`config.mk`:
```
export PLATFORM = sky130hd
export DESIGN_NAME = salc_ram
export DESIGN_NICKNAME = d
export VERILOG_FILES = /design/src/design/salc_ram.sv
export SDC_FILE = /design/constraint.sdc
export NUM_CORES = 1
export LEC_CHECK = 0
export BUFFER_PORTS_ARGS = -buffer_cell sky130_fd_sc_hd__buf_2
export CORE_MARGIN = 2
export CORE_UTILIZATION = 45
export DETAILED_ROUTE_END_ITERATION = 6
export SLEW_MARGIN = 10
export SYNTH_ARGS = -nofsm -noshare
export SYNTH_HDL_FRONTEND = slang
export SYNTH_SLANG_ARGS = --single-unit
```
`constraint.sdc`:
```
create_clock -name clk -period 2.1 [get_ports clk]
set_clock_uncertainty 0.15 [all_clocks]
set_input_delay 0.105 -clock clk [delete_from_list [all_inputs] [get_ports clk]]
set_output_delay 0.105 -clock clk [all_outputs]
set_load 0.02 [all_outputs]
```
`src/design/salc_ram.sv`:
```
// ----------------------------------------------------------------------------
// Generic single-port-write, single-port-read RAM
// Synchronous write and registered read.
// ----------------------------------------------------------------------------
module salc_ram #(
  parameter int WIDTH = 8,
  parameter int DEPTH = 16,
  localparam int AW = (DEPTH > 1) ? $clog2(DEPTH) : 1
) (
  input  logic             clk,
  input  logic             we,
  input  logic [AW-1:0]    waddr,
  input  logic [WIDTH-1:0] wdata,
  input  logic             re,
  input  logic [AW-1:0]    raddr,
  output logic [WIDTH-1:0] rdata
);

  logic [WIDTH-1:0] mem [DEPTH];

  always_ff @(posedge clk) begin
    if (we) begin
      mem[waddr] <= wdata;
    end
    if (re) begin
      rdata <= mem[raddr];
    end
  end

endmodule

```
# Word-level counts from Yosys, hierarchy flattened

Memories as Yosys holds them, arrays and structs flattened. A register that Yosys moved wholly into a read port is not among the register bits.
Index checks and enable logic that the tools add are counted.

$add $sub $neg: 0
Multipliers: 0
Div/mod/pow operators: 0
$lt $le $gt $ge: 0
Equality and inequality tests: 0
Shift operators: 0
Mux-type cells: 2
Bitwise gates (word level): 0
Reduce and logical (&&, ||, !) cells: 0

Operators with widths:

| cell   | count |
|---|---|
| $mux 1 | 2 |

Flip-flop bits (word level): 0
Latch bits: 0
RAM bits: 128
ROM bits: 0
Output and inout bits: 8
Word-level logic and storage cells: 3
Memories kept: 1

Memory list:

| name | depth | bits a word | read ports | clocked after Yosys merged registers in | write ports | RTL line | source |
|---|---|---|---|---|---|---|---|
| mem  | 16    | 8           | 1          | 1                                       | 1           | 19       | `logic [WIDTH-1:0] mem [DEPTH];` |

# Depth between registers and ports, before layout

Gate-level depths: netlist of the first run.

Depth after elaboration: 2
Gate-level depth with buffers: 5
Gate-level depth less buffers: 3

# Least setup slack after synthesis of the first run

OpenSTA, ideal clock, no wires.

Path type: in2reg
Start point: input port waddr[2]
End point: memory mem[0][0] (enable)
Arrival: 1.215 ns
Data required time: 1.567 ns
Path slack: 0.352 ns
Cell stages on the path: 2
Cells stage by stage: or3b_2 -> nor3_1

RTL lines:

| element            | RTL line | source |
|---|---|---|
| start: declaration | 12       | `input logic [AW-1:0] waddr,` |
| end: declaration   | 19       |  |

Straight into the memory's write port.

==> results.toml, run 1 <==
[setup_path]
cp.arrival_ns = 1.65
worstPathMaxFanout = 1
crit_family = "multiplexers"
crit_path_start_kind = "flop"
crit_cells = 3
worstReg2RegEnd = "rdata[4]$_DFFE_PP_"
path_class = "flop to flop"
rr_worst_depth = 3
slowest_stage = "mux4_1"
r2r_start = "mem[11][4]$_DFFE_PP_"
critPathMaxStageDelay_ns = 0.48
endpoint_kind = "flop"
path_cells = "mux4_1, a22oi_1, nand2_1"
r2r_setup_slack_ns = 0.45
cp.required_ns = 2.09
worst-path-buf-inv = 0

[power]
p_leak_uw = 0.002149
power.density_nw_per_um2 = 988.6
switchingPower_uw = 1198
p_clk_share_pct = 45.6
ir_worst_vdd_mv = 0.5453
pwr-share-comb_pct = 5.0
intPower_uw = 5035
p_seq_share_pct = 49.4
switching_share_pct = 19.23
p_total_uw = 6233

[floorplan]
initial_core_util_pct = 45.98
num_rows = 39
dieArea_um2 = 12490
die_w_um = 111.8
die_y_um = 111.8
core_um2 = 11370
num_io_pins = 27

[logic_synthesis]
synthDistinctLibCells = 18
synth-seq-cells = 136
synthTopCellsByArea = "edfxtp_1 78%, mux4_2 7.8%, mux4_1 7.0%"
yosys.area_share.simple_pct = 3.135
synth_compound_area_share_pct = 2.298
synth_top_family_by_area = "multiplexers"
seq_area_frac_synth_pct = 78.12
post-synth-top-area-cell = "edfxtp_1"
synth_fa_ha_area_share_pct = 0
synth-edff-count = 136
synth.cells.most_frequent = "136 x edfxtp_1, 18 x mux4_2, 16 x a22oi_1"
synth_top_area_share_pct = 78.12
synthMuxAreaShare_pct = 14.79
syn_avg_cell_area_um2 = 22.83
synth_warnings = 0
synthArstFlopShare_pct = 0
synth_ff_type = "edfxtp_1"
yosysMostFrequentCell = "edfxtp_1"
synth_nets = 248
synthCells = 229
synthesis.area_um2 = 5228
synth_xor_xnor_area_share_pct = 0

[drt]
viasPerCell = 5.564
vias = 2504
ant_nets = 0
route.detailed.drc = 0
drt-pass1-iter-count = 4
avgRoutedWirePerCell_um = 22.82
detail_route.iter0.violations = 210
wl_mm = 10.27

[final_layout]
nets = 313
postLayoutCellArea_um2 = 6305
antenna_cells = 0
instances_no_fill = 450
synthToLayoutAreaGrowth_pct = 20.61
drive_above_1_share_pct = 29.64

[cts]
cts_tree = "done"
cts_resized = 0
hold_buffers = 9
clk_latency_ns = 0.40
htree_levels = 4
root_buffer = "clkbuf_16"
post_cts_buffers = 0
cts_buffer_depth = 2
clkSlewWorstSetupHoldPaths_ns = 0.05
clock_sinks = 136
cts_buffers = 17

[sta]
setup_violations = 0
finalCritPeriodShare_pct = 78.69
finalCriticalPeriod_ns = 1.653
worst_slew_pin_slew_ns = 0.4527
fmax_mhz = 605.1
maxSlewHeadroom_pct = 69.82
fin_tns_setup_ns = 0
layout_setup_ws_ns = 0.4474
drv_slew = 0
grt_setup_unrepaired = "false"
hold_viol = 0

[global_route]
busiest_layer = "met2"
met2_usage_pct = 27.72
use_met1_pct = 25.18
grt_max_degree = 33
gr-usage-all-layers_pct = 17.87
grt_overflow_total = 0
grt_pass1_vias = 2599
met3_usage_pct = 4.573
antenna_found_initial = 0
grt_pass1_wl_mm = 15.74

[run]
max-cap-violations = 0

[place]
gp_congestion = 0.7126
placed_area_um2 = 5645
pre_cts_ws_ns = 0.2961
detailed_place_hpwl_mm = 6.329
place_inst = 409
port_buffers = 26

[run_status]
outcome = "finished clean"

[hold_path]
worstHoldPathType = "primary input to flop"
hold_path.startpoint = "waddr[0]"
min_path_cells = 3
whs_endpoint = "mem[0][7]$_DFFE_PP_"
==> flip-flops by register name, indices dropped and copies added, names as in the netlist <==
name   flops
rdata      8
mem      128
==> cells in the final DEF (no fill, tap or decap), types with 3 or more instances in the layout <==
| master | count |
|---|---|
| a22oi_1 | 16 |
| buf_12 | 3 |
| buf_2 | 26 |
| buf_4 | 18 |
| bufinv_16 | 3 |
| clkbuf_1 | 3 |
| clkbuf_16 | 17 |
| clkinv_1 | 4 |
| clkinv_2 | 4 |
| dlygate4sd3_1 | 9 |
| edfxtp_1 | 136 |
| mux4_1 | 14 |
| mux4_2 | 18 |
| nand2_1 | 9 |
| nor2_1 | 13 |
| nor3_1 | 4 |
==> power groups by stage <==
stage	Clock [µW]	Combinational, µW	Sequential (µW)
2_1_floorplan	0	154	3140
3_3_place_gp	0	299	3130
3_5_place_dp	0	303	3130
4_1_cts	2880	317	3080
5_1_grt	3020	338	3080
6_report	2840	311	3080
==> worst min-delay path, cell delays in order <==
cell    delay (ns)
buf_2         0.14
nor3_1        0.07
buf_4         0.18
==> worst max-delay path by stage <==
stage | from | slack [ns] | to
final | mem[11][4]$_DFFE_PP_ | 0.45 | rdata[4]$_DFFE_PP_
after global routing | mem[1][0]$_DFFE_PP_ | 0.39 | rdata[0]$_DFFE_PP_
after CTS | mem[1][0]$_DFFE_PP_ | 0.43 | rdata[0]$_DFFE_PP_
after detailed placement | raddr[0] | 0.30 | rdata[0]$_DFFE_PP_
after global placement | raddr[0] | 0.31 | rdata[5]$_DFFE_PP_
after floorplan | waddr[2] | 0.35 | mem[0][0]$_DFFE_PP_
==> area by class of cell <==
type | instances | area (µm²)
flip-flops and latches | 136 | 4084
fillers | 839 | 5065
well taps | 143 | 178.9
clock buffers | 20 | 436.7
repair buffers | 56 | 415.4
multi-input cells | 83 | 1057
clock inverters | 12 | 132.6
==> stage by stage <==
step | util, % | hold slack, ns
after global routing | 55.45 | 0.1296
after global placement | 49.65 | 0.3412
final | 55.45 | 0.1219
after CTS | 55.45 | 0.1059
after floorplan | - | 0.05387
after detailed placement | 49.65 | 0.3468
==> cell families after synthesis <==
kind of cell / Yosys count
AO/OA/AOI/OAI: 16
buffers and inverters: 10
multiplexers: 32
AND/OR/NAND/NOR: 35
flip-flops: 136
==> routing by layer <==
metal  wire length (µm)  part of all wire [%]
met1               4494                    44
met5                  0                     0
met3                696                   6.8
met2               4968                    48
met4                110                   1.1
Note: power is estimated with default switching activity, not from simulation.
==> inputs of run 2 (changes only) <==
==> constraint.sdc (replaced) <==
create_clock -name clk -period 1.6 [get_ports clk]
set_clock_uncertainty 0.15 [all_clocks]
set_input_delay 0.08 -clock clk [delete_from_list [all_inputs] [get_ports clk]]
set_output_delay 0.08 -clock clk [all_outputs]
set_load 0.02 [all_outputs]
==> run 2 against run 1 <==
  * Combinational power grew 41%
  * Via count grew 0.64%
  * Hold slack lost 0.037 ns
  * Cell area grew 0.85%
  * Critical endpoint is now rdata[0]$_DFFE_PP_
  * Largest power group unchanged
  * Highest routed layer unchanged
==> results.toml, run 2 (same netlist as run 1, synthesis figures left out) <==
[run_status]
outcome = "finished clean"

[final_layout]
postLayoutCellArea_um2 = 6359
layout_common_cells = "136 x edfxtp_1, 26 x buf_2, 23 x mux4_2, 23 x buf_4, 17 x clkbuf_16"
final_common_cell = "edfxtp_1"
instances_no_fill = 456
nets = 318
top_regs = "mem: 128 flops, rdata: 8 flops"
largest_register = "mem"
finish.utilization_pct = 55.93
synthToLayoutAreaGrowth_pct = 21.64
largest_reg_flops = 128
drive_above_1_share_pct = 35.90

[setup_path]
crit_path_start_kind = "flop"
rr_worst_depth = 3
cp.required_ns = 1.61
endpoint_kind = "flop"
r2r_setup_slack_ns = 0.04
path_class = "flop to flop"
cp.arrival_ns = 1.57
worstReg2RegEnd = "rdata[0]$_DFFE_PP_"
worstPathMaxFanout = 1
r2r_start = "mem[5][0]$_DFFE_PP_"

[sta]
setup_violations = 0
finalCritPeriodShare_pct = 97.64
worst_slew_pin_slew_ns = 0.9600
fmax_mhz = 640.1
grt_setup_unrepaired = "true"
holdWs_ns = 0.08499
finalCriticalPeriod_ns = 1.562
hold_viol = 0
maxSlewHeadroom_pct = 35.77
drv_slew = 0

[cts]
htree_levels = 4
root_buffer = "clkbuf_16"
cts_tree = "done"
cts_buffer_depth = 2
clock_sinks = 136
clkSlewWorstSetupHoldPaths_ns = 0.05
post_cts_buffers = 0
cts_buffers = 17
clk_latency_ns = 0.41

[global_route]
gr-usage-all-layers_pct = 17.32
antenna_found_initial = 1
grt_overflow_total = 0
grt_pass1_vias = 2683
grt_max_degree = 17
grt_pass1_wl_mm = 15.42

[drt]
drt-pass1-iter-count = 4
route.detailed.drc = 0
avgRoutedWirePerCell_um = 21.91
ant_nets = 0
detail_route.iter0.violations = 160
vias = 2520
wl_mm = 9.992
viasPerCell = 5.526

[run]
max-cap-violations = 0

[hold_path]
worstHoldPathType = "primary input to flop"
min_path_cells = 3
hold_path.startpoint = "waddr[0]"
whs_endpoint = "mem[0][1]$_DFFE_PP_"

[power]
power.density_nw_per_um2 = 1268
ir_worst_vdd_mv = 0.6529
p_total_uw = 8061
p_leak_uw = 0.002142

[place]
placed_area_um2 = 5688
detailed_place_hpwl_mm = 6.602
gp_congestion = 0.7217
place_inst = 414
port_buffers = 26

[floorplan]
die_y_um = 111.8
core_um2 = 11370
initial_core_util_pct = 45.98
num_io_pins = 27
num_rows = 39
die_w_um = 111.8
dieArea_um2 = 12490
[run 2: cell types whose count changed in the layout (fill, tap and decap cells not counted)]
| cell | before | now |
|---|---|---|
| a22oi_1 | 16 | 6 |
| a22oi_2 | 0 | 10 |
| buf_4 | 18 | 23 |
| mux4_1 | 14 | 9 |
| mux4_2 | 18 | 23 |
| bufinv_16 | 3 | 2 |
| clkbuf_1 | 3 | 4 |
| clkinv_1 | 4 | 3 |
| clkinvlp_4 | 1 | 2 |
| diode_2 | 0 | 1 |
| nor3_1 | 4 | 3 |
| nor3_2 | 0 | 1 |
[run 2: per-layer routing]
| metal | vias to the layer above | GRT usage, % | wire length (µm) |
|---|---|---|---|
| met4 | 0 | 6.173 | 125 |
| li1 | 1119 | - | - |
| met5 | - | 0 | 0 |
| met2 | 47 | 28.08 | 5098 |
| met1 | 1342 | 22.44 | 4417 |
| met3 | 12 | 5.280 | 350 |
[run 2: how the worst max path moves through the flow]
| stage | startpoint | end |
|---|---|---|
| 3_5_place_dp | raddr[0] | rdata[3]$_DFFE_PP_ |
| 5_1_grt | mem[3][5]$_DFFE_PP_ | rdata[5]$_DFFE_PP_ |
| 6_report | mem[5][0]$_DFFE_PP_ | rdata[0]$_DFFE_PP_ |
| 3_3_place_gp | raddr[0] | rdata[3]$_DFFE_PP_ |
| 4_1_cts | mem[9][3]$_DFFE_PP_ | rdata[3]$_DFFE_PP_ |
| 2_1_floorplan | raddr[0] | rdata[1]$_DFFE_PP_ |
[run 2: repair_timing]
action                                 4_1_cts  5_1_grt
pin swaps                                    2        3
gates resized for setup                      6        9
endpoints found under the hold margin      136        0
setup endpoints to repair                    6        6
gates cloned                                 0        0
hold buffers                                 9        0
[run 2: critical path, stage by stage, from the launching register on]
cell	delay, ns
edfxtp_1	0.38
mux4_1	0.56
a22oi_2	0.16
nand2_1	0.07
[run 2: metrics by stage]
stage | TNS (ns) | worst slack, ns
finish | 0 | 0.03772
global route | -0.009906 | -0.005766
CTS | 0 | 0.0005113
detailed placement | -1.171 | -0.2075
global placement | -1.116 | -0.1921
floorplan | 0 | 0.08759
[run 2: report_power, final]
group          internal [µW]  switching [µW]  leakage [µW]
registers               4020            21.8       0.00124
clock network           2260            1330      0.000263
logic                    195             242      0.000643
total                   6470            1590       0.00214
[run 2: area by class of cell]
class	count	area, µm²
tap	143	178.9
clock inverter	11	106.4
multi-input combinational	83	1094
sequential	136	4084
antenna	1	2.502
timing repair buffer	61	452.9
fill	871	5011
clock buffer	21	440.4
