<file path="src/design/salc_pkg.sv">
// ----------------------------------------------------------------------------
// Set-associative LRU cache model package
// Shared types, register indexes and helpers for the cache lookup block.
// ----------------------------------------------------------------------------
package salc_pkg;

  localparam int ADDR_W  = 64;
  localparam int CNT_W   = 32;
  localparam int PADDR_W = 4;
  localparam int PDATA_W = 32;

  localparam logic [1:0] CMD_MODIFY = 2'd2;

  localparam logic [1:0] REG_SET_BITS   = 2'd0;
  localparam logic [1:0] REG_BLOCK_BITS = 2'd1;
  localparam logic [1:0] REG_WAYS_USED  = 2'd2;

  typedef enum logic [1:0] {
    ST_CLEAR,
    ST_IDLE,
    ST_LOOKUP
  } salc_state_t;

  typedef struct packed {
    logic [4:0] set_bits;
    logic [4:0] block_bits;
    logic [4:0] ways;
  } salc_cfg_t;

  typedef struct packed {
    logic hit;
    logic evict;
  } salc_flags_t;

  function automatic logic [CNT_W-1:0] sat_add(input logic [CNT_W-1:0] v,
                                               input logic [1:0] n);
    logic [CNT_W:0] sum;
    sum = {1'b0, v} + (CNT_W + 1)'(n);
    return sum[CNT_W] ? {CNT_W{1'b1}} : sum[CNT_W-1:0];
  endfunction

endpackage

</file>
<file path="src/design/salc_update.sv">
// ----------------------------------------------------------------------------
// Set lookup and LRU update
// Compares the ways in use of one set, picks the hit, fill or victim way, and
// builds the written-back row with refreshed recency ranks.
// ----------------------------------------------------------------------------
module salc_update #(
  parameter int MAX_WAYS = 8,
  localparam int RW = (MAX_WAYS > 1) ? $clog2(MAX_WAYS) : 1,
  localparam int WW = (MAX_WAYS > 1) ? $clog2(MAX_WAYS) : 1
) (
  input  logic [MAX_WAYS-1:0]                        valid,
  input  logic [MAX_WAYS-1:0][salc_pkg::ADDR_W-1:0]  tags,
  input  logic [MAX_WAYS-1:0][RW-1:0]                ranks,
  input  logic [salc_pkg::ADDR_W-1:0]                tag,
  input  logic [4:0]                                 ways,
  output salc_pkg::salc_flags_t                      flags,
  output logic [MAX_WAYS-1:0]                        new_valid,
  output logic [MAX_WAYS-1:0][salc_pkg::ADDR_W-1:0]  new_tags,
  output logic [MAX_WAYS-1:0][RW-1:0]                new_ranks
);
  import salc_pkg::*;

  logic [MAX_WAYS-1:0] in_use;
  logic [MAX_WAYS-1:0] match;
  logic [MAX_WAYS-1:0] inval;
  logic [WW-1:0]       hit_way;
  logic [WW-1:0]       inv_way;
  logic [WW-1:0]       lru_way;
  logic [WW-1:0]       sel_way;
  logic [RW-1:0]       lru_rank;
  logic [RW-1:0]       tgt_rank;
  logic                have_lru;
  logic                tgt_valid;

  always_comb begin
    for (int i = 0; i < MAX_WAYS; i++) begin
      in_use[i] = 5'(i) < ways;
      match[i]  = in_use[i] && valid[i] && (tags[i] == tag);
      inval[i]  = in_use[i] && !valid[i];
    end
  end

  always_comb begin
    hit_way = '0;
    for (int i = MAX_WAYS - 1; i >= 0; i--) begin
      if (match[i]) begin
        hit_way = WW'(i);
      end
    end
    inv_way = '0;
    for (int i = 0; i < MAX_WAYS; i++) begin
      if (inval[i]) begin
        inv_way = WW'(i);
      end
    end
    lru_way  = '0;
    lru_rank = '0;
    have_lru = 1'b0;
    for (int i = 0; i < MAX_WAYS; i++) begin
      if (in_use[i] && valid[i] && (!have_lru || ranks[i] > lru_rank)) begin
        have_lru = 1'b1;
        lru_rank = ranks[i];
        lru_way  = WW'(i);
      end
    end
  end

  always_comb begin
    flags.hit   = |match;
    flags.evict = !(|match) && !(|inval);
    if (|match) begin
      sel_way = hit_way;
    end else if (|inval) begin
      sel_way = inv_way;
    end else begin
      sel_way = lru_way;
    end
  end

  assign tgt_valid = valid[sel_way];
  assign tgt_rank  = ranks[sel_way];

  always_comb begin
    new_valid = valid;
    new_tags  = tags;
    for (int i = 0; i < MAX_WAYS; i++) begin
      if (WW'(i) == sel_way) begin
        new_ranks[i] = '0;
      end else if (valid[i] && (!tgt_valid || ranks[i] < tgt_rank)) begin
        new_ranks[i] = ranks[i] + RW'(1);
      end else begin
        new_ranks[i] = ranks[i];
      end
    end
    new_valid[sel_way] = 1'b1;
    new_tags[sel_way]  = tag;
  end

endmodule

</file>
<file path="config.mk">
export PLATFORM = sky130hd
export DESIGN_NAME = salc_update
export DESIGN_NICKNAME = d
export VERILOG_FILES = /design/src/design/salc_pkg.sv /design/src/design/salc_update.sv
export SDC_FILE = /design/constraint.sdc
export NUM_CORES = 1
export LEC_CHECK = 0
export BUFFER_PORTS_ARGS = -buffer_cell sky130_fd_sc_hd__buf_4
export CORE_AREA = 2 2 455 457
export DETAILED_ROUTE_END_ITERATION = 8
export DIE_AREA = 0 0 457 459
export SLEW_MARGIN = 20
export SYNTH_ARGS = -nofsm -noshare
export SYNTH_HDL_FRONTEND = slang
export SYNTH_SLANG_ARGS = --single-unit
</file>
<file path="constraint.sdc">
create_clock -name vclk -period 15
set_input_delay 1.5 -clock vclk [all_inputs]
set_output_delay 1.5 -clock vclk [all_outputs]
set_load 0.01 [all_outputs]
</file>
# ---- Yosys cells after proc, flatten, opt, wreduce, memory -nomap -nowiden
# Cells that the tools add are included.
dict set report word_totals {
  ff_bits 0
  elab_cells 189
  out_inout_bits 546
}
dict set report op_classes {
  magnitude_cmp 25
  addsub 8
  mux 63
  n_eq_ne 15
  reduce_logical 77
  n_bitwise 1
}
# operator n
set ops {}
lappend ops {{$bwmux 512} 1}
lappend ops {{$eq 64x64->1} 8}
lappend ops {{$demux 64 s3} 1}
lappend ops {{$mux 3} 46}
lappend ops {{$mux 64} 1}
lappend ops {{$logic_and 1x1->1} 41}
lappend ops {{$add 3x1->3 const B} 8}
lappend ops {{$lt 3x3->1} 8}
lappend ops {{$gt 3x3->1} 7}
lappend ops {{$lt 3x5->1 const A} 4}
lappend ops {{$logic_not 1->1} 18}
lappend ops {{$reduce_or 8->1} 2}
lappend ops {{$logic_or 1x1->1} 15}
lappend ops {{$eq 3x3->1 const A} 4}
lappend ops {{$mux 1} 11}
lappend ops {{$lt 1x5->1 const A} 2}
lappend ops {{$lt 2x5->1 const A} 2}
lappend ops {{$bmux 3 s3} 1}
lappend ops {{$or 8x8->8} 1}
lappend ops {{$eq 2x3->1 const A} 2}
lappend ops {{$lt 3x4->1 const B} 1}
lappend ops {{$bmux 1 s3} 1}
lappend ops {{$demux 1 s3} 1}
lappend ops {{$eq 1x3->1 const A} 1}
lappend ops {{other kinds (2)} 2}

# ---- Longest topological paths before layout
dict set report logic_depth {
  ltp_word 40
  depth_mapped 67
}

# ---- Least setup slack after synthesis
# Ideal clock, no wire load.
dict set report synth_timing {
  path_kind {input to output}
  startpoint {input port ways[3]}
  endpoint {output port new_ranks[5] (netlist name)}
  required_time_ns 13.500
  n_path_buf 2
  t_arrival_ns 13.051
  cell_stages 61
  path_slack_ns 0.449
  path_cell_list {buf_4 nor3_2 a21oi_1 and2_1 ha_1 nor2b_1 o21a_1 o21ai_0 a21oi_1 nand2_1 o21ai_0 inv_1 ha_1 nor2b_1 o21ai_0 a32oi_1 o21ai_1 mux2_2 (+25 left out) mux2_2 ha_1 a31oi_1 o21a_1 nor2_1 a41oi_1 nor3_1 nor2b_1 buf_2 mux2_2 nor2_1 a21oi_1 a21oi_1 ha_1 a21boi_0 a221oi_4 nand2_1 mux2_1}
}
# item line_no
set synth_rtl {}
lappend synth_rtl {{start: declaration} salc_update.sv:15} ;# input logic [4:0] ways,
lappend synth_rtl {{end: declaration} salc_update.sv:19} ;# output logic [MAX_WAYS-1:0][RW-1:0] new_ranks

==> results.md <==
| Step | Parameter | Reported |
| --- | --- | --- |
| grt | Top Usage Layer GRT | met2 |
| grt | Fraction of met2 tracks used by global routing | 44.2% |
| routing | Routed via count divided by cell count | 3.92 |
| power and ir drop | Switching power | 1.01 mW |
| place | HPWL reported at the end of detailed placement | 272000 um |
| die | Area enclosed by the die boundary | 210000 um^2 |
| place | Final estimated routing congestion in global placement | 0.948 |
| grt | Final global-route overflow total | 0 |
| yosys | Number of distinct library cell variants in the gate-level netlist after synthesis | 82 |
| grt | Largest net degree at the start of global routing | 54 |
| yosys | Synthesized netlist net count | 2733 |
| cts | Hold-fix buffer count after cts | 0 |
| routing | Count of routing violations after the opening detailed-route iteration | 1910 |
| timing | Fin. max-slew vios | 0 |
| critical path | Largest fanout on the critical path | 6 |
| layout | Sequential cell area | 0 um^2 |
| die | Effective utilization at floorplan | 7.40% |
| grt | Fraction of met3 tracks used by global routing | 10.5% |
| yosys | Multiplexer area fraction after synthesis | 29.8% |
| die | CORE AREA | 206000 um^2 |
| critical path | Most used cell, CP | sky130_fd_sc_hd__buf_4 |
| yosys | Adder-cell share of the synthesized area | 3.48% |
| routing | Number of vias after detailed routing | 23800 |
| grt | Overall fraction of global-route tracks in use | 27.3% |
| routing | Residual DRC count | 0 |
| grt | Global-route wire length before repair | 350000 um |
| grt | Number of antenna violations at the first check in global routing | 290 |
| routing | Routed wire length | 300000 um |
| yosys | Cell accounting for the most synthesized area | sky130_fd_sc_hd__mux2_2 |
| critical path | Total buffers and inverters traversed by the critical path | 11 |
| die | Die Y-Extent | 459 um |
| timing | Total Negative Setup Slacks | 0 ps |
| run status | Status | finished clean |
| layout | Layout cell share with drive strength beyond 1 | 58.1% |
| power and ir drop | Clock Power Share | 0% |
| yosys | Share of the synthesized netlist area taken by xor and xnor gates | 29.9% |
| power and ir drop | Net Sw Frac | 59.4% |
| die | I/O pin cnt | 1159 |
| layout | Final core occ | 14.3% |
| place | Setup slack after placement | -892 ps |
| power and ir drop | Proportion of power drawn by combinational gates | 100.0% |
| layout | Clock buffers | 0 |
| critical path | Crit path largest cell delay | 370 ps |
| yosys | Commonest cells in the synthesized netlist | sky130_fd_sc_hd__nand2_1, sky130_fd_sc_hd__mux2_2, sky130_fd_sc_hd__xnor2_1 |
| timing | Worst-margin pin slew | 1240 ps |
| yosys | Number of warnings reported in the yosys synthesis log | 0 |
| yosys | Synthesized netlist cell count | 2083 |
| layout | Seq Cell Count | 0 |
| critical path | Worst path arrival time | 12970 ps |
| yosys | Average footprint of a synthesized cell | 7.30 um^2 |
| layout | Fill count | 23800 |
| critical path | Worst endpoint required time | 13500 ps |
| power and ir drop | Worst vdd ir | 0.0278 mV |
| critical path | Slowest CP cell | sky130_fd_sc_hd__a2111oi_4 |
| routing | Drt wl/cell | 49.5 um |
| power and ir drop | Power density over cell area | 58.0 nW/um^2 |
| layout | Final cell count without fillers | 6064 |
| yosys | Area fraction of the dominant cell type after synthesis | 29.0% |
| place | Total placed cells including tap cells | 5980 |
| yosys | Post-synthesis instance area | 15200 um^2 |
| job | Maximum Capacitance Violations | 0 |
| power and ir drop | Cell leakage power | 12.4 nW |
| layout | Footprint of the multi-input gates | 14600 um^2 |
| timing | Worst path setup slack after routing | 529 ps |
| grt | Number of global-route vias before repair | 22900 |
| power and ir drop | Share of power burned in registers | 0% |
| timing | Endpoints failing setup | 0 |
| die | Number of placement rows | 167 |
| layout | Signed area change from the synthesized netlist to the final layout | 93.1% |
| timing | Worst hold-check slack | 3300 ps |
| timing | Worst slew margin relative to its limit | 16.8% |
| layout | Total number of nets in the final design | 3946 |
| critical path | Critical Path Source Type | primary input |
| yosys | Combinational family with the most area after synthesis | XOR/XNOR gates |
| critical path | Critical path class | in -> out |
| critical path | Top cell family by delay on the critical path | compound AO/OA/AOI/OAI gates |
| yosys | Sequential fraction of the synthesis area | 0% |
| routing | First-pass iteration count of the detailed router | 5 |
| timing | Share of the clock period used by the worst path after layout | 96.5% |
| place | I/O Buffers | 1159 |
| yosys | Synth area leaders | sky130_fd_sc_hd__mux2_2, sky130_fd_sc_hd__xnor2_1, sky130_fd_sc_hd__xor2_1, sky130_fd_sc_hd__nand2_1, sky130_fd_sc_hd__buf_2 |
| hold path | Class of the tightest hold or removal check | in -> out |
| yosys | Simple logic cell fraction of the synthesized area | 21.8% |
| power and ir drop | Pint | 692 uW |
| timing | Post-route minimum period | 14470 ps |
| timing | Max Freq | 0.0691 GHz |
| yosys | Synth Area in Compound Gates | 7.74% |
| timing | Number of hold-slack violations in the final timing report | 0 |
| routing | Final ANT Viol Nets | 0 |
| grt | Met1 demand-to-capacity share in global routing | 32.2% |
| die | DIE WIDTH | 457 um |
| critical path | CP endpoint kind | output pin |
| yosys | Cell with the most instances after synthesis | sky130_fd_sc_hd__nand2_1 |
-- worst paths after layout --
path | startpoint | endpoint | slack [ps] | cells after the start
setup / recovery | ways[3] | new_ranks[14] | 530 | 67
hold / removal | tags[409] | new_tags[409] | 3300 | 4
-- cells by family (layout without fill, tap and decap cells) --
family                   count (synthesis)  count (layout)
AND/OR/NAND/NOR                        712             712
AO/OA/AOI/OAI                          161             161
other                                    0              66
XOR/XNOR                               520             520
buffers and inverters                  243            1454
adder cells (fa/ha/maj)                 43              43
multiplexers                           404             404
-- through the flow --
stage	instance area, um^2	power (mW)
finish	29400	1.70
CTS	28800	1.69
global route	29200	1.76
global placement	28700	1.68
floorplan	15200	0.589
detailed placement	28700	1.67
-- layout by cell type, fill, tap and decap left out, types with 5 or more instances in the layout --
master                     instances
sky130_fd_sc_hd__nor4_2            7
sky130_fd_sc_hd__o31ai_1           7
sky130_fd_sc_hd__maj3_2            6
sky130_fd_sc_hd__nor3_1           11
sky130_fd_sc_hd__nand2b_1          9
sky130_fd_sc_hd__nor2b_1           7
sky130_fd_sc_hd__o21ai_1          14
sky130_fd_sc_hd__or2_2             5
sky130_fd_sc_hd__a31o_1            5
sky130_fd_sc_hd__a21o_1            5
sky130_fd_sc_hd__buf_4          1381
sky130_fd_sc_hd__nand3_1          24
sky130_fd_sc_hd__mux2_4            5
sky130_fd_sc_hd__nand4_1          90
sky130_fd_sc_hd__o22ai_1           7
sky130_fd_sc_hd__xor2_1          187
sky130_fd_sc_hd__nor2_4            7
sky130_fd_sc_hd__a21oi_1          20
sky130_fd_sc_hd__o21a_1            7
sky130_fd_sc_hd__mux2_2          386
sky130_fd_sc_hd__ha_4              8
sky130_fd_sc_hd__nor2_1           41
sky130_fd_sc_hd__a21oi_2           7
sky130_fd_sc_hd__buf_12           36
sky130_fd_sc_hd__inv_1            32
sky130_fd_sc_hd__nand2_1         416
sky130_fd_sc_hd__ha_1             29
sky130_fd_sc_hd__mux2i_1           9
sky130_fd_sc_hd__diode_2          66
sky130_fd_sc_hd__nor4_1           57
sky130_fd_sc_hd__o21ai_0          20
sky130_fd_sc_hd__o21ai_2           7
sky130_fd_sc_hd__xnor2_1         332
sky130_fd_sc_hd__a21boi_0          7
-- layout make-up --
class / instances / area share [%]
timing repair buffer: 1419 / 37.8
tap: 2704 / 11.5
inverter: 35 / 0.456
antenna: 66 / 0.562
multi-input combinational: 1840 / 49.6
-- metal layers --
layer	wire length (um)	vias up	share of wire (%)
li1	-	9656	-
met1	120000	11800	40
met2	135000	1654	45
met3	29200	468	9.7
met4	14900	200	4.9
met5	1290	-	0.43
-- power groups by stage --
stage | clock (mW) | combinational (mW) | sequential [mW]
after global routing | 0.000000136 | 1.76 | 0
after CTS | 0 | 1.69 | 0
after detailed placement | 0 | 1.67 | 0
final | 0.0000000778 | 1.70 | 0
after floorplan | 0 | 0.589 | 0
after global placement | 0 | 1.68 | 0
-- what timing repair did --
| action | in CTS | in global routing |
|---|---|---|
| setup buffers | 4 | 15 |
| endpoints found under the setup margin | 240 | 47 |
| endpoints found under the hold margin | 0 | 0 |
| pin swaps | 6 | 32 |
| gates resized for setup | 20 | 55 |
No activity file was read; power rests on OpenSTA's default activity.
