$ cat src/design/salc_pkg.sv
// ----------------------------------------------------------------------------
// Set-associative LRU cache model package
// Shared types, register indexes and helpers for the cache lookup block.
// ----------------------------------------------------------------------------
package salc_pkg;

  localparam int ADDR_W  = 64;
  localparam int CNT_W   = 32;
  localparam int PADDR_W = 4;
  localparam int PDATA_W = 32;

  localparam logic [1:0] CMD_MODIFY = 2'd2;

  localparam logic [1:0] REG_SET_BITS   = 2'd0;
  localparam logic [1:0] REG_BLOCK_BITS = 2'd1;
  localparam logic [1:0] REG_WAYS_USED  = 2'd2;

  typedef enum logic [1:0] {
    ST_CLEAR,
    ST_IDLE,
    ST_LOOKUP
  } salc_state_t;

  typedef struct packed {
    logic [4:0] set_bits;
    logic [4:0] block_bits;
    logic [4:0] ways;
  } salc_cfg_t;

  typedef struct packed {
    logic hit;
    logic evict;
  } salc_flags_t;

  function automatic logic [CNT_W-1:0] sat_add(input logic [CNT_W-1:0] v,
                                               input logic [1:0] n);
    logic [CNT_W:0] sum;
    sum = {1'b0, v} + (CNT_W + 1)'(n);
    return sum[CNT_W] ? {CNT_W{1'b1}} : sum[CNT_W-1:0];
  endfunction

endpackage

$ cat src/design/salc_cfg.sv
// ----------------------------------------------------------------------------
// Cache geometry registers
// APB register file for set bits, block bits and ways in use, with set bits and
// ways limited to what the configured storage supports.
// ----------------------------------------------------------------------------
module salc_cfg #(
  parameter int MAX_SETS = 256,
  parameter int MAX_WAYS = 8
) (
  input  logic                           clk,
  input  logic                           rst,
  input  logic                           psel,
  input  logic                           penable,
  input  logic                           pwrite,
  input  logic [salc_pkg::PADDR_W-1:0]   paddr,
  input  logic [salc_pkg::PDATA_W-1:0]   pwdata,
  output logic [salc_pkg::PDATA_W-1:0]   prdata,
  output logic                           pready,
  output salc_pkg::salc_cfg_t            cfg
);
  import salc_pkg::*;

  localparam int SMAX = $clog2(MAX_SETS + 1) - 1;

  logic [3:0] set_bits;
  logic [4:0] block_bits;
  logic [3:0] ways_used;
  logic [1:0] reg_idx;
  logic       wr_en;

  assign pready  = 1'b1;
  assign reg_idx = paddr[3:2];
  assign wr_en   = psel && penable && pwrite && pready;

  always_ff @(posedge clk) begin
    if (rst) begin
      set_bits   <= 4'd0;
      block_bits <= 5'd0;
      ways_used  <= 4'd1;
    end else if (wr_en) begin
      case (reg_idx)
        REG_SET_BITS:   set_bits   <= pwdata[3:0];
        REG_BLOCK_BITS: block_bits <= pwdata[4:0];
        REG_WAYS_USED:  ways_used  <= pwdata[3:0];
        default: ;
      endcase
    end
  end

  always_comb begin
    case (reg_idx)
      REG_SET_BITS:   prdata = PDATA_W'(set_bits);
      REG_BLOCK_BITS: prdata = PDATA_W'(block_bits);
      REG_WAYS_USED:  prdata = PDATA_W'(ways_used);
      default:        prdata = '0;
    endcase
  end

  always_comb begin
    cfg.block_bits = block_bits;
    if ({1'b0, set_bits} > 5'(SMAX)) begin
      cfg.set_bits = 5'(SMAX);
    end else begin
      cfg.set_bits = {1'b0, set_bits};
    end
    if (ways_used == 4'd0) begin
      cfg.ways = 5'd1;
    end else if ({1'b0, ways_used} > 5'(MAX_WAYS)) begin
      cfg.ways = 5'(MAX_WAYS);
    end else begin
      cfg.ways = {1'b0, ways_used};
    end
  end

endmodule

$ cat config.mk
export PLATFORM = sky130hd
export DESIGN_NAME = salc_cfg
export DESIGN_NICKNAME = d
export VERILOG_FILES = /design/src/design/salc_pkg.sv /design/src/design/salc_cfg.sv
export SDC_FILE = /design/constraint.sdc
export NUM_CORES = 1
export LEC_CHECK = 0
export BUFFER_PORTS_ARGS = -buffer_cell sky130_fd_sc_hd__buf_4
export CELL_PAD_IN_SITES_DETAIL_PLACEMENT = 2
export CELL_PAD_IN_SITES_GLOBAL_PLACEMENT = 2
export CORE_UTILIZATION = 19
export DETAILED_ROUTE_END_ITERATION = 16
export PLACE_DENSITY_LB_ADDON = 0.25
export RECOVER_POWER = 25
export SYNTH_ARGS = -nofsm -noshare
export SYNTH_HDL_FRONTEND = slang
export SYNTH_SLANG_ARGS = --single-unit
$ cat constraint.sdc
create_clock -name clk -period 3.4 [get_ports clk]
set_input_delay 1.02 -clock clk [delete_from_list [all_inputs] [get_ports clk]]
set_output_delay 1.02 -clock clk [all_outputs]
set_load 0.05 [all_outputs]
# Yosys cells after proc, flatten, opt, wreduce, memory -nomap -nowiden
# Index checks and enable logic that the tools add are counted.
dict set report word_totals {
  reg_bits 13
  out_inout_bits 48
  in_bits 41
}
dict set report classes {
  magnitude_cmp 2
  n_reduce_logical 7
  eq_ne 2
  muxes 4
}
# operator n
set op_table {}
lappend op_table {{$pmux 5 s3} 1}
lappend op_table {{$mux 4} 3}
lappend op_table {{$gt 4x4->1 const B} 2}
lappend op_table {{$reduce_and 2->1} 3}
lappend op_table {{$logic_not 4->1} 1}
lappend op_table {{$eq 2x1->1 const B} 1}
lappend op_table {{$eq 2x2->1 const B} 1}
lappend op_table {{$logic_and 1x1->1} 2}
lappend op_table {{$logic_not 2->1} 1}

# Depth between registers and ports, before layout
# Gate-level depths: netlist (run 1).
dict set report logic_depth {
  depth_word 3
  depth_mapped 4
}

# Worst setup path after synthesis (run 1)
# OpenSTA, ideal clock, no wires.
dict set report synth_path {
  path_kind {input -> output}
  startpoint {input port paddr[2] (netlist bit)}
  endpoint {output port prdata[0] (netlist bit)}
  required_ns 2.380
  path_slack_ns 0.015
  n_path_buf 1
  cell_stages 3
  t_arrival_ns 2.365
  path_cell_list {buf_6 -> mux2i_1 -> o21ai_0}
}
dict set report synth_via {
  elab_chain_len 2
  word_cells_on_any_way 4
  cone_classes {2 x eq/ne; 1 x mux; 1 x reduce/logical}
}
# element line
set synth_lines {}
lappend synth_lines {{start, declared} salc_cfg.sv:15} ;# input logic [salc_pkg::PADDR_W-1:0] paddr,
lappend synth_lines {{$eq 2x2->1, or another cell as far along} salc_cfg.sv:51} ;# case (reg_idx)
lappend synth_lines {{$pmux 5 s3 (*)} salc_cfg.sv:51}
lappend synth_lines {{end, declared} salc_cfg.sv:17} ;# output logic [salc_pkg::PDATA_W-1:0] prdata,
# Mark *: on every way between the ends. The rest lies on a longest branch, timed or not.

# Worst setup path after layout (run 1)
dict set report layout_path {
  startpoint {input port paddr[3] (netlist bit)}
  endpoint {output port prdata[2] (netlist bit)}
}
# Same word-level chain as after synthesis.

==> results of run 1 <==
==> worst max-delay path by stage <==
| stage | endpoint | slack, ns | depth (start not counted) |
|---|---|---|---|
| floorplan | prdata[0] | 0.02 | 3 |
| global placement | prdata[3] | 0.59 | 5 |
| detailed placement | prdata[3] | 0.60 | 5 |
| CTS | prdata[2] | 0.59 | 5 |
| global route | prdata[3] | 0.31 | 5 |
| finish | prdata[2] | 0.45 | 5 |
==> metrics by stage <==
step	utilization (%)	std cells	hold slack, ns	worst slack, ns	total power, mW
floorplan	-	136	0.459	0.0155	0.287
global route	23.8	201	0.516	0.310	0.433
CTS	24.0	201	0.498	0.589	0.421
global placement	23.0	197	0.474	0.587	0.280
detailed placement	23.0	197	0.491	0.596	0.281
finish	23.8	201	0.490	0.448	0.414
==> kinds of logic (layout without fill, tap and decap cells) <==
group	Yosys count	after routing	synth area share (%)
flops	13	13	27.8
other cells	2	30	0.804
compound gates	4	4	2.14
buf+inv	35	33	27.0
mux	17	17	18.2
simple gates	37	37	24.0
==> state kept, by name, indices dropped and copies added, names as in the netlist <==
name	count
ways_used	4
set_bits	4
block_bits	5
==> report_power, final <==
group          internal [mW]  leakage, nW  switching (mW)
Sequential             0.154        0.105         0.00184
Clock                 0.0828       0.0228          0.0555
Combinational         0.0206        0.430          0.0989
Total                  0.258        0.558           0.156
==> metal layers <==
metal,part of all wire (%),track usage (%),wire [um]
met3,8.9,3.06,192
met4,1.2,3.27,26
met5,0,0,0
met2,49,15.1,1060
met1,40,10.7,871
==> Yosys cell counts (2+ instances only) <==
cell type,count
dfxtp_1,13
nor2_1,5
nand2b_1,17
clkbuf_1,3
mux2i_1,17
conb_1,2
buf_4,30
o21ai_0,4
nand2_1,4
nor2b_1,5
==> final cells by class <==
class	count	share of cell area, %
Multi-Input combinational cell	88	46.1
Sequential cell	13	23.1
Tap cell	67	7.44
Timing Repair Buffer	29	19.3
Clock buffer	4	4.00
==> worst min-delay path, stage by stage (launching register included) <==
cell      delay (ns)
dfxtp_1         0.32
nand2b_1        0.07
mux2i_1         0.05
==> cells in the final DEF, fill, tap and decap left out, types with 3 or more instances in the layout <==
cell type / n
mux2i_1: 17
dfxtp_1: 13
o21ai_0: 4
conb_1: 30
nor2_1: 5
nand2b_1: 17
nor2b_1: 6
clkbuf_8: 3
nand2_1: 4
buf_4: 28
==> impl_summary.txt, run 1 <==
----------------------------------------------------
[Worst setup path]
  Worst path max stage delay ... 0.34 ns
  Critical Path Slowest Stage Cell ... nor2b_1
  Ordered list of cells on the worst path ... buf_4 > nor2b_1 > nand2_1 > o21ai_0 > buf_4
  Endpoint of the worst-slack reg-to-reg timing path ... set_bits[3]
  Worst endpoint data arrival time ... 1.93 ns
  Worst setup path startpoint ... paddr[3]
  Critical R2R Launch ... set_bits[3]
  Worst reg-to-reg setup slack ... 2.65 ns
  Critical-path maximum fanout ... 8
  Worst Path Required ... 2.38 ns
  Register-to-Register Path Depth ... 2
  Start-to-end type of the worst setup path ... in2out
  CP delay by family, top ... simple AND/OR/NAND/NOR gates
  Most repeated library cell on the critical path ... buf_4
  Count of buffering cells on the critical path with inverters included ... 2
  Worst setup SP type ... primary input
  Endpoint class of the critical path ... output port

[Synthesis]
  Post-Syn Instances ... 108
  Warnings from Yosys ... 0
  Mean area per synthesized cell ... 8.65 um^2
  Post-synth EDFFs ... 0
  Sequential share of the synthesized area ... 27.8%
  Share of async-settable or async-resettable flops after synthesis ... 0%
  Dominant cells by area after synthesis ... dfxtp_1 28%, buf_4 24%, mux2i_1 18%, nand2b_1 11%, nor2b_1 3.3%
  Dominant register cell in the synthesized netlist ... dfxtp_1
  Register bit total from synthesis ... 13
  Share of the synthesized area in the top cell type ... 27.8%
  Most area-hungry cell type in the Yosys netlist ... dfxtp_1
  Post-synthesis instance area ... 935 um^2
  Post-synthesis cell type count ... 18

[Timing]
  Setup-failing EPs final ... 0
  Final Hold Vio Count ... 0
  Max-slew violation count ... 0
  Share of the cycle needed by the critical path after routing ... 86.8%
  Unrepaired setup endpoints after global routing ... false
  Setup TNS ... 0 ns
  Fin Clk Skew ... 0 ns
  Min Tclk post-route ... 2.95 ns
  Slew HR ... 59.9%
  Fmax achieved ... 0.339 GHz
  Actual slew at the worst max-slew pin ... 0.599 ns

[Power]
  Total power divided by cell area ... 368 mW/mm^2
  Worst VDD drop ... 0.145 mV
  Leakage ... 0.558 nW

[Clocking]
  Number of buffers inserted by post-CTS setup repair ... 0
  Clock Tree Root ... clkbuf_8
  Insertion delay of the later-clocked pin in the worst-skew pair ... 0.24 ns
  Number of sinks driven by the clock tree ... 13
  Resize count post-CTS ... 0
  Maximum buffer depth of the clock tree ... 2
  CTS tree ... done
  Clock-pin slew on the worst setup and hold paths ... 0.05 ns
  H-tree levels ... 1
  Number of hold buffers added after cts ... 0
  Number of buffers created by CTS ... 3

[Detailed routing]
  First DRT Iteration DRCs ... 7
  Number of iterations in the first detailed-routing pass ... 3
  Detail Route Antenna Nets ... 0
  Average wire per cell in the routed design ... 10.7 um
  Mean number of vias per cell ... 3.44
  DRC viols ... 0
  Vias post-DR ... 692
  Routed Wire Length ... 2.16 mm

[Floorplanning]
  FP Rows ... 25
  Core region area ... 0.00472 mm^2
  Full die area ... 0.00520 mm^2
  Number of placed I/O pins ... 89
  Starting Density ... 19.8%
  Die X ... 72.1 um
  Die Y-Extent ... 72.1 um

[Outcome]
  Run status ... complete, no violations

[Placement]
  Area after detailed placement ... 0.00109 mm^2
  Half-perimeter wire length after detailed placement ... 1.78 mm
  Placer's final routability congestion estimate ... 0.622
  Count of buffers from port buffering ... 29

[Global routing]
  Pin count of the biggest net entering global routing ... 20
  Via count of the first global-routing pass ... 699
  Global-route total usage across every layer ... 9.02%
  Antenna violations before repair ... 0
  Wire length of the first global-routing pass ... 3.49 mm
  Grt ovf ... 0

[Finish]
  Synthesis-to-finish area growth ... 20.5%
  Count of filler cells inserted in the layout ... 574
  Register Area ... 260 um^2
  Ant. Diodes ... 0
  Area taken by multi-input logic gates ... 519 um^2
  Post-route standard cell area excluding fillers ... 0.00113 mm^2
  Total number of nets in the final design ... 176
  Share of layout cells above drive strength 1 ... 24.6%

[Worst hold path]
  Hold-critical path depth ... 2
  Worst min path class ... reg2reg
  Launch instance of the worst min-delay path ... block_bits[4]
  Hold Crit Endpoint ... block_bits[4]

[Job]
  Count of max-cap constraint violations ... 0

----------------------------------------------------
(Power assumes the default switching activity.)
==> run 2, diff against run 1 <==
--- a/config.mk
+++ b/config.mk
@@ -5,10 +5,11 @@
 export SDC_FILE = /design/constraint.sdc
 export NUM_CORES = 1
 export LEC_CHECK = 0
+export ABC_AREA = 1
 export BUFFER_PORTS_ARGS = -buffer_cell sky130_fd_sc_hd__buf_4
 export CELL_PAD_IN_SITES_DETAIL_PLACEMENT = 2
 export CELL_PAD_IN_SITES_GLOBAL_PLACEMENT = 2
-export CORE_UTILIZATION = 19
+export CORE_UTILIZATION = 17
 export DETAILED_ROUTE_END_ITERATION = 16
 export PLACE_DENSITY_LB_ADDON = 0.25
 export RECOVER_POWER = 25
==> impl_summary.txt, run 2 <==
----------------------------------------------------
[Finish]
  Share of layout cells above drive strength 1 ... 20.3%
  Synthesis-to-finish area growth ... 20.4%
  Commonest cells after routing, fill and taps aside ... 33 x nor2_1, 30 x conb_1, 25 x nand2_1, 23 x buf_4, 15 x nand3_1
  Largest Register ... block_bits
  Post-route standard cell area excluding fillers ... 0.00115 mm^2
  Registers with the highest flip-flop counts ... block_bits (5), set_bits (4), ways_used (4)
  Ant. Diodes ... 0
  Final Core Density ... 21.9%
  Total number of nets in the final design ... 219
  Layout Cells excl Fill ... 247
  Count of filler cells inserted in the layout ... 664
  Max reg flops ... 5
  Leading cell type in the layout, fill and taps excluded ... nor2_1

[Synthesis]
  Most used standard cell by instance count after synthesis ... nor2_1
  Post-synthesis instance area ... 957 um^2
  Complex-gate fraction of the synthesized area ... 4.18%
  Post-Syn Instances ... 149
  Dominant cells by area after synthesis ... dfxtp_1 27%, buf_4 24%, nor2_1 13%, nand2_1 9.8%, nand3_1 7.8%
  Most area-hungry cell type in the Yosys netlist ... dfxtp_1
  Warnings from Yosys ... 0
  Adder-cell share of the synthesized area ... 0%
  Mean area per synthesized cell ... 6.42 um^2
  Commonest cells in the synthesized netlist ... 33 x nor2_1, 31 x buf_4, 25 x nand2_1
  Post-synth EDFFs ... 0
  Share of the synthesized area in the top cell type ... 27.2%
  Post-Synth XOR/XNOR Area ... 0%
  Share of async-settable or async-resettable flops after synthesis ... 0%
  Mux contribution to synthesized area ... 0%
  Main combinational cell family by area after synthesis ... simple AND/OR/NAND/NOR gates
  Register bit total from synthesis ... 13
  Dominant register cell in the synthesized netlist ... dfxtp_1
  Post-synthesis cell type count ... 17
  Share of synthesized cell area in and, or, nand and nor gates ... 36.7%
  Sequential share of the synthesized area ... 27.2%

[Timing]
  Actual slew at the worst max-slew pin ... 0.748 ns
  Setup-failing EPs final ... 0
  Final Hold Vio Count ... 0
  Setup TNS ... 0 ns
  Min Hold Slack ... 0.490 ns
  Unrepaired setup endpoints after global routing ... false
  Fmax achieved ... 0.346 GHz
  Max-slew violation count ... 0
  Share of the cycle needed by the critical path after routing ... 85.0%
  Slew HR ... 50.0%
  Fin Clk Skew ... 0 ns
  Min Tclk post-route ... 2.89 ns

[Global routing]
  Met1 routing resource usage after global routing ... 11.2%
  Via count of the first global-routing pass ... 943
  Most used routing layer ... met2
  Grt ovf ... 0
  Global routing met3 resource utilization ... 2.38%
  Global-route total usage across every layer ... 10.1%
  Wire length of the first global-routing pass ... 4.64 mm
  Antenna violations before repair ... 0
  Met2 Track Usage GR ... 17.9%
  Pin count of the biggest net entering global routing ... 14

[Placement]
  Half-perimeter wire length after detailed placement ... 2.34 mm
  Count of buffers from port buffering ... 29
  Placer's final routability congestion estimate ... 0.729
  Area after detailed placement ... 0.00113 mm^2
  Dpl cells ... 243

[Worst setup path]
  Register-to-Register Path Depth ... 2
  Ordered list of cells on the worst path ... buf_4 > inv_2 > nor2_4 > nand2_1 > o211ai_1 > buf_4
  Worst path max stage delay ... 0.24 ns
  Critical Path Slowest Stage Cell ... buf_4
  Critical R2R Launch ... ways_used[3]
  Worst endpoint data arrival time ... 1.87 ns
  Endpoint of the worst-slack reg-to-reg timing path ... ways_used[3]
  Endpoint class of the critical path ... output port
  Worst Path Required ... 2.38 ns
  Worst reg-to-reg setup slack ... 2.75 ns
  Most repeated library cell on the critical path ... buf_4
  Worst setup SP type ... primary input
  Critical-path maximum fanout ... 9
  Start-to-end type of the worst setup path ... in2out

[Clocking]
  Insertion delay of the later-clocked pin in the worst-skew pair ... 0.25 ns
  Clock Tree Root ... clkbuf_8
  Number of buffers inserted by post-CTS setup repair ... 0
  CTS tree ... done
  H-tree levels ... 1
  Number of buffers created by CTS ... 3
  Resize count post-CTS ... 0
  Maximum buffer depth of the clock tree ... 2
  Number of sinks driven by the clock tree ... 13
  Clock-pin slew on the worst setup and hold paths ... 0.05 ns
  Number of hold buffers added after cts ... 0

[Floorplanning]
  FP Rows ... 26
  Starting Density ... 18.2%
  Number of placed I/O pins ... 89
  Die X ... 77.0 um
  Die Y-Extent ... 77.0 um
  Core region area ... 0.00527 mm^2
  Full die area ... 0.00593 mm^2

[Detailed routing]
  Detail Route Antenna Nets ... 0
  Average wire per cell in the routed design ... 11.2 um
  Mean number of vias per cell ... 3.70
  Vias post-DR ... 914
  First DRT Iteration DRCs ... 14
  Number of iterations in the first detailed-routing pass ... 4
  Routed Wire Length ... 2.78 mm
  DRC viols ... 0

[Power]
  Part of the power in registers ... 35.8%
  Leakage ... 0.551 nW
  Worst VDD drop ... 0.116 mV
  Combinational share of power ... 32.0%
  Total power divided by cell area ... 385 mW/mm^2
  Fraction of power consumed by the clock network ... 32.1%
  Power Internal ... 0.262 mW
  Proportion of total power due to net switching ... 41.0%
  Psw ... 0.182 mW

[Worst hold path]
  Hold-critical path depth ... 2
  Worst min path class ... reg2reg
  Hold Crit Endpoint ... ways_used[1]
  Launch instance of the worst min-delay path ... ways_used[1]

[Outcome]
  Run status ... complete, no violations

[Job]
  Count of max-cap constraint violations ... 0

----------------------------------------------------
==> run 2: cell count changes in the layout (fill, tap and decap cells not counted), sizes merged, moves of 14 or more <==
cell / delta
nor2: +33
nand2: +23
inv: +14
nand3: +14
nand2b: -17
mux2i: -17
==> run 2: power by group through the flow <==
stage                     clock network (mW)  logic (mW)  registers [mW]
after detailed placement                   0       0.144           0.162
after global placement                     0       0.143           0.162
after global routing                   0.154       0.151           0.159
after floorplan                            0       0.139           0.166
after CTS                              0.149       0.144           0.159
final                                  0.143       0.142           0.159
==> run 2: how the worst max path moves through the flow <==
stage | start | to | depth (start not counted)
after global placement | paddr[2] | prdata[2] | 6
after floorplan | paddr[2] | prdata[1] | 3
after CTS | paddr[2] | prdata[1] | 6
after detailed placement | paddr[2] | prdata[1] | 6
final | paddr[2] | prdata[1] | 6
after global routing | paddr[2] | prdata[1] | 6
==> run 2: per-layer routing <==
metal | wire length, um | up-vias
met5 | 0 | -
li1 | - | 450
met2 | 1350 | 42
met3 | 189 | 7
met1 | 1170 | 415
met4 | 73 | 0
==> run 2: layout make-up <==
class,instances,area [um^2],share of cell area [%]
repair buffers,30,203,17.6
well taps,70,87.6,7.60
multi-input cells,116,504,43.8
flip-flops and latches,13,260,22.6
inverters,14,52.6,4.56
clock buffers,4,45.0,3.91
==> run 2: per-stage QoR <==
stage	setup WS (ns)	total power, mW
after floorplan	0.406	0.304
final	0.511	0.444
after global placement	0.519	0.305
after global routing	0.433	0.464
after detailed placement	0.497	0.307
after CTS	0.492	0.452
==> run 2: kinds of logic after synthesis <==
group	after synthesis
AND/OR/NAND/NOR	80
buffers and inverters	48
flip-flops	13
AO/OA/AOI/OAI	6
other	2
==> run 2: critical path: cells and delay by family <==
kind            cells  cell delay, ns
compound gates      1            0.12
buf+inv             3            0.42
simple gates        2            0.31
==> run 3, diff against run 2 <==
--- a/config.mk
+++ b/config.mk
@@ -9,7 +9,7 @@
 export BUFFER_PORTS_ARGS = -buffer_cell sky130_fd_sc_hd__buf_4
 export CELL_PAD_IN_SITES_DETAIL_PLACEMENT = 2
 export CELL_PAD_IN_SITES_GLOBAL_PLACEMENT = 2
-export CORE_UTILIZATION = 17
+export CORE_UTILIZATION = 16
 export DETAILED_ROUTE_END_ITERATION = 16
 export PLACE_DENSITY_LB_ADDON = 0.25
 export RECOVER_POWER = 25
==> constraint.sdc (replaced) <==
create_clock -name clk -period 2.9 [get_ports clk]
set_input_delay 0.87 -clock clk [delete_from_list [all_inputs] [get_ports clk]]
set_output_delay 0.87 -clock clk [all_outputs]
set_load 0.05 [all_outputs]
==> impl_summary.txt, run 3 (synthesis gave the netlist of run 2 again) <==
----------------------------------------------------
[Floorplanning]
  Die Y-Extent ... 79.3 um
  Number of placed I/O pins ... 89
  Starting Density ... 17.0%
  Core region area ... 0.00564 mm^2
  FP Rows ... 27
  Die X ... 79.3 um
  Full die area ... 0.00630 mm^2

[Power]
  Worst VDD drop ... 0.167 mV
  Proportion of total power due to net switching ... 40.2%
  Fraction of power consumed by the clock network ... 31.1%
  Total power divided by cell area ... 439 mW/mm^2
  Part of the power in registers ... 36.2%
  Power Internal ... 0.308 mW
  Leakage ... 0.582 nW
  Combinational share of power ... 32.7%
  Psw ... 0.207 mW

[Placement]
  Area after detailed placement ... 0.00114 mm^2
  Count of buffers from port buffering ... 29
  Half-perimeter wire length after detailed placement ... 2.33 mm
  Placer's final routability congestion estimate ... 0.744

[Detailed routing]
  Average wire per cell in the routed design ... 11.4 um
  Routed Wire Length ... 2.86 mm
  Number of iterations in the first detailed-routing pass ... 2
  DRC viols ... 0
  Vias post-DR ... 899
  First DRT Iteration DRCs ... 29
  Mean number of vias per cell ... 3.60
  Detail Route Antenna Nets ... 0

[Clocking]
  Clock Tree Root ... clkbuf_8
  Maximum buffer depth of the clock tree ... 2
  H-tree levels ... 1
  Resize count post-CTS ... 0
  Number of buffers inserted by post-CTS setup repair ... 0
  Number of buffers created by CTS ... 3
  Clock-pin slew on the worst setup and hold paths ... 0.05 ns
  Number of hold buffers added after cts ... 0
  Number of sinks driven by the clock tree ... 13
  Insertion delay of the later-clocked pin in the worst-skew pair ... 0.24 ns
  CTS tree ... done

[Timing]
  Fmax achieved ... 0.386 GHz
  Fin Clk Skew ... 0 ns
  Setup TNS ... 0 ns
  Setup-failing EPs final ... 0
  Share of the cycle needed by the critical path after routing ... 89.4%
  Max-slew violation count ... 0
  Final Hold Vio Count ... 0
  Unrepaired setup endpoints after global routing ... false
  Min Tclk post-route ... 2.59 ns
  Min Hold Slack ... 0.487 ns

[Worst setup path]
  Start-to-end type of the worst setup path ... in2out
  Worst endpoint data arrival time ... 1.72 ns
  Critical-path maximum fanout ... 4
  Worst setup SP type ... primary input
  Worst Path Required ... 2.03 ns
  Endpoint class of the critical path ... output port

[Global routing]
  Antenna violations before repair ... 0
  Grt ovf ... 0
  Via count of the first global-routing pass ... 927
  Pin count of the biggest net entering global routing ... 14
  Global-route total usage across every layer ... 9.53%
  Wire length of the first global-routing pass ... 4.56 mm

[Finish]
  Post-route standard cell area excluding fillers ... 0.00117 mm^2
  Share of layout cells above drive strength 1 ... 23.0%
  Leading cell type in the layout, fill and taps excluded ... nor2_1
  Total number of nets in the final design ... 220
  Synthesis-to-finish area growth ... 22.7%
  Registers with the highest flip-flop counts ... block_bits (5), set_bits (4), ways_used (4)
  Commonest cells after routing, fill and taps aside ... 35 x nor2_1, 30 x conb_1, 30 x buf_4, 25 x nand2_1, 15 x nand3_1
  Largest Register ... block_bits
  Max reg flops ... 5
  Ant. Diodes ... 0

[Outcome]
  Run status ... complete, no violations

[Job]
  Count of max-cap constraint violations ... 0

[Worst hold path]
  Worst min path class ... reg2reg

----------------------------------------------------
[run 3: changes by cell type in the layout (fill, tap and decap cells not counted), sizes merged]
cell / before / now
buf: 23 / 30
clkbuf: 11 / 5
[run 3: routing by layer]
layer  wire, um  vias to the layer above  track usage, %
li1           -                      450               -
met1       1250                      409            11.2
met2       1410                       38            16.9
met3        170                        2            2.76
met4         25                        0            2.18
met5          0                        -               0
[run 3: path summary, 6_finish.rpt]
| path | start | endpoint | slack [ns] | cells after the start |
|---|---|---|---|---|
| max | paddr[3] | prdata[1] | 0.31 | 5 |
| min | set_bits[0] | set_bits[0] | 0.49 | 2 |
| max reg2reg | ways_used[3] | ways_used[3] | 2.18 | 2 |
| min reg2reg | set_bits[0] | set_bits[0] | 0.49 | 2 |
[run 3: power groups by stage]
stage | Sequential (mW) | Combinational [mW] | Clock [mW]
2_1_floorplan | 0.194 | 0.163 | 0
3_3_place_gp | 0.190 | 0.168 | 0
3_5_place_dp | 0.190 | 0.170 | 0
4_1_cts | 0.186 | 0.170 | 0.169
5_1_grt | 0.187 | 0.179 | 0.180
6_report | 0.186 | 0.169 | 0.160
[run 3: critical path, stage by stage]
cell      delay, ns
buf_4          0.14
nor2_1         0.24
nand2_1        0.10
o211ai_1       0.13
buf_4          0.24
[run 3: area by class of cell]
class	count	area, um^2
Fill cell	693	4470
Sequential cell	13	260
Timing Repair Buffer	31	233
Inverter	14	52.6
Multi-Input combinational cell	116	494
Tap cell	72	90.1
Clock buffer	4	45.0
[run 3: stage by stage]
step           std cells  setup WS (ns)  total power [mW]  util, %
2_1_floorplan        177          0.206             0.357        -
3_3_place_gp         246          0.303             0.358     20.2
3_5_place_dp         246          0.308             0.360     20.2
4_1_cts              250          0.295             0.526     21.0
5_1_grt              250          0.218             0.545     20.8
6_report             250          0.307             0.515     20.8
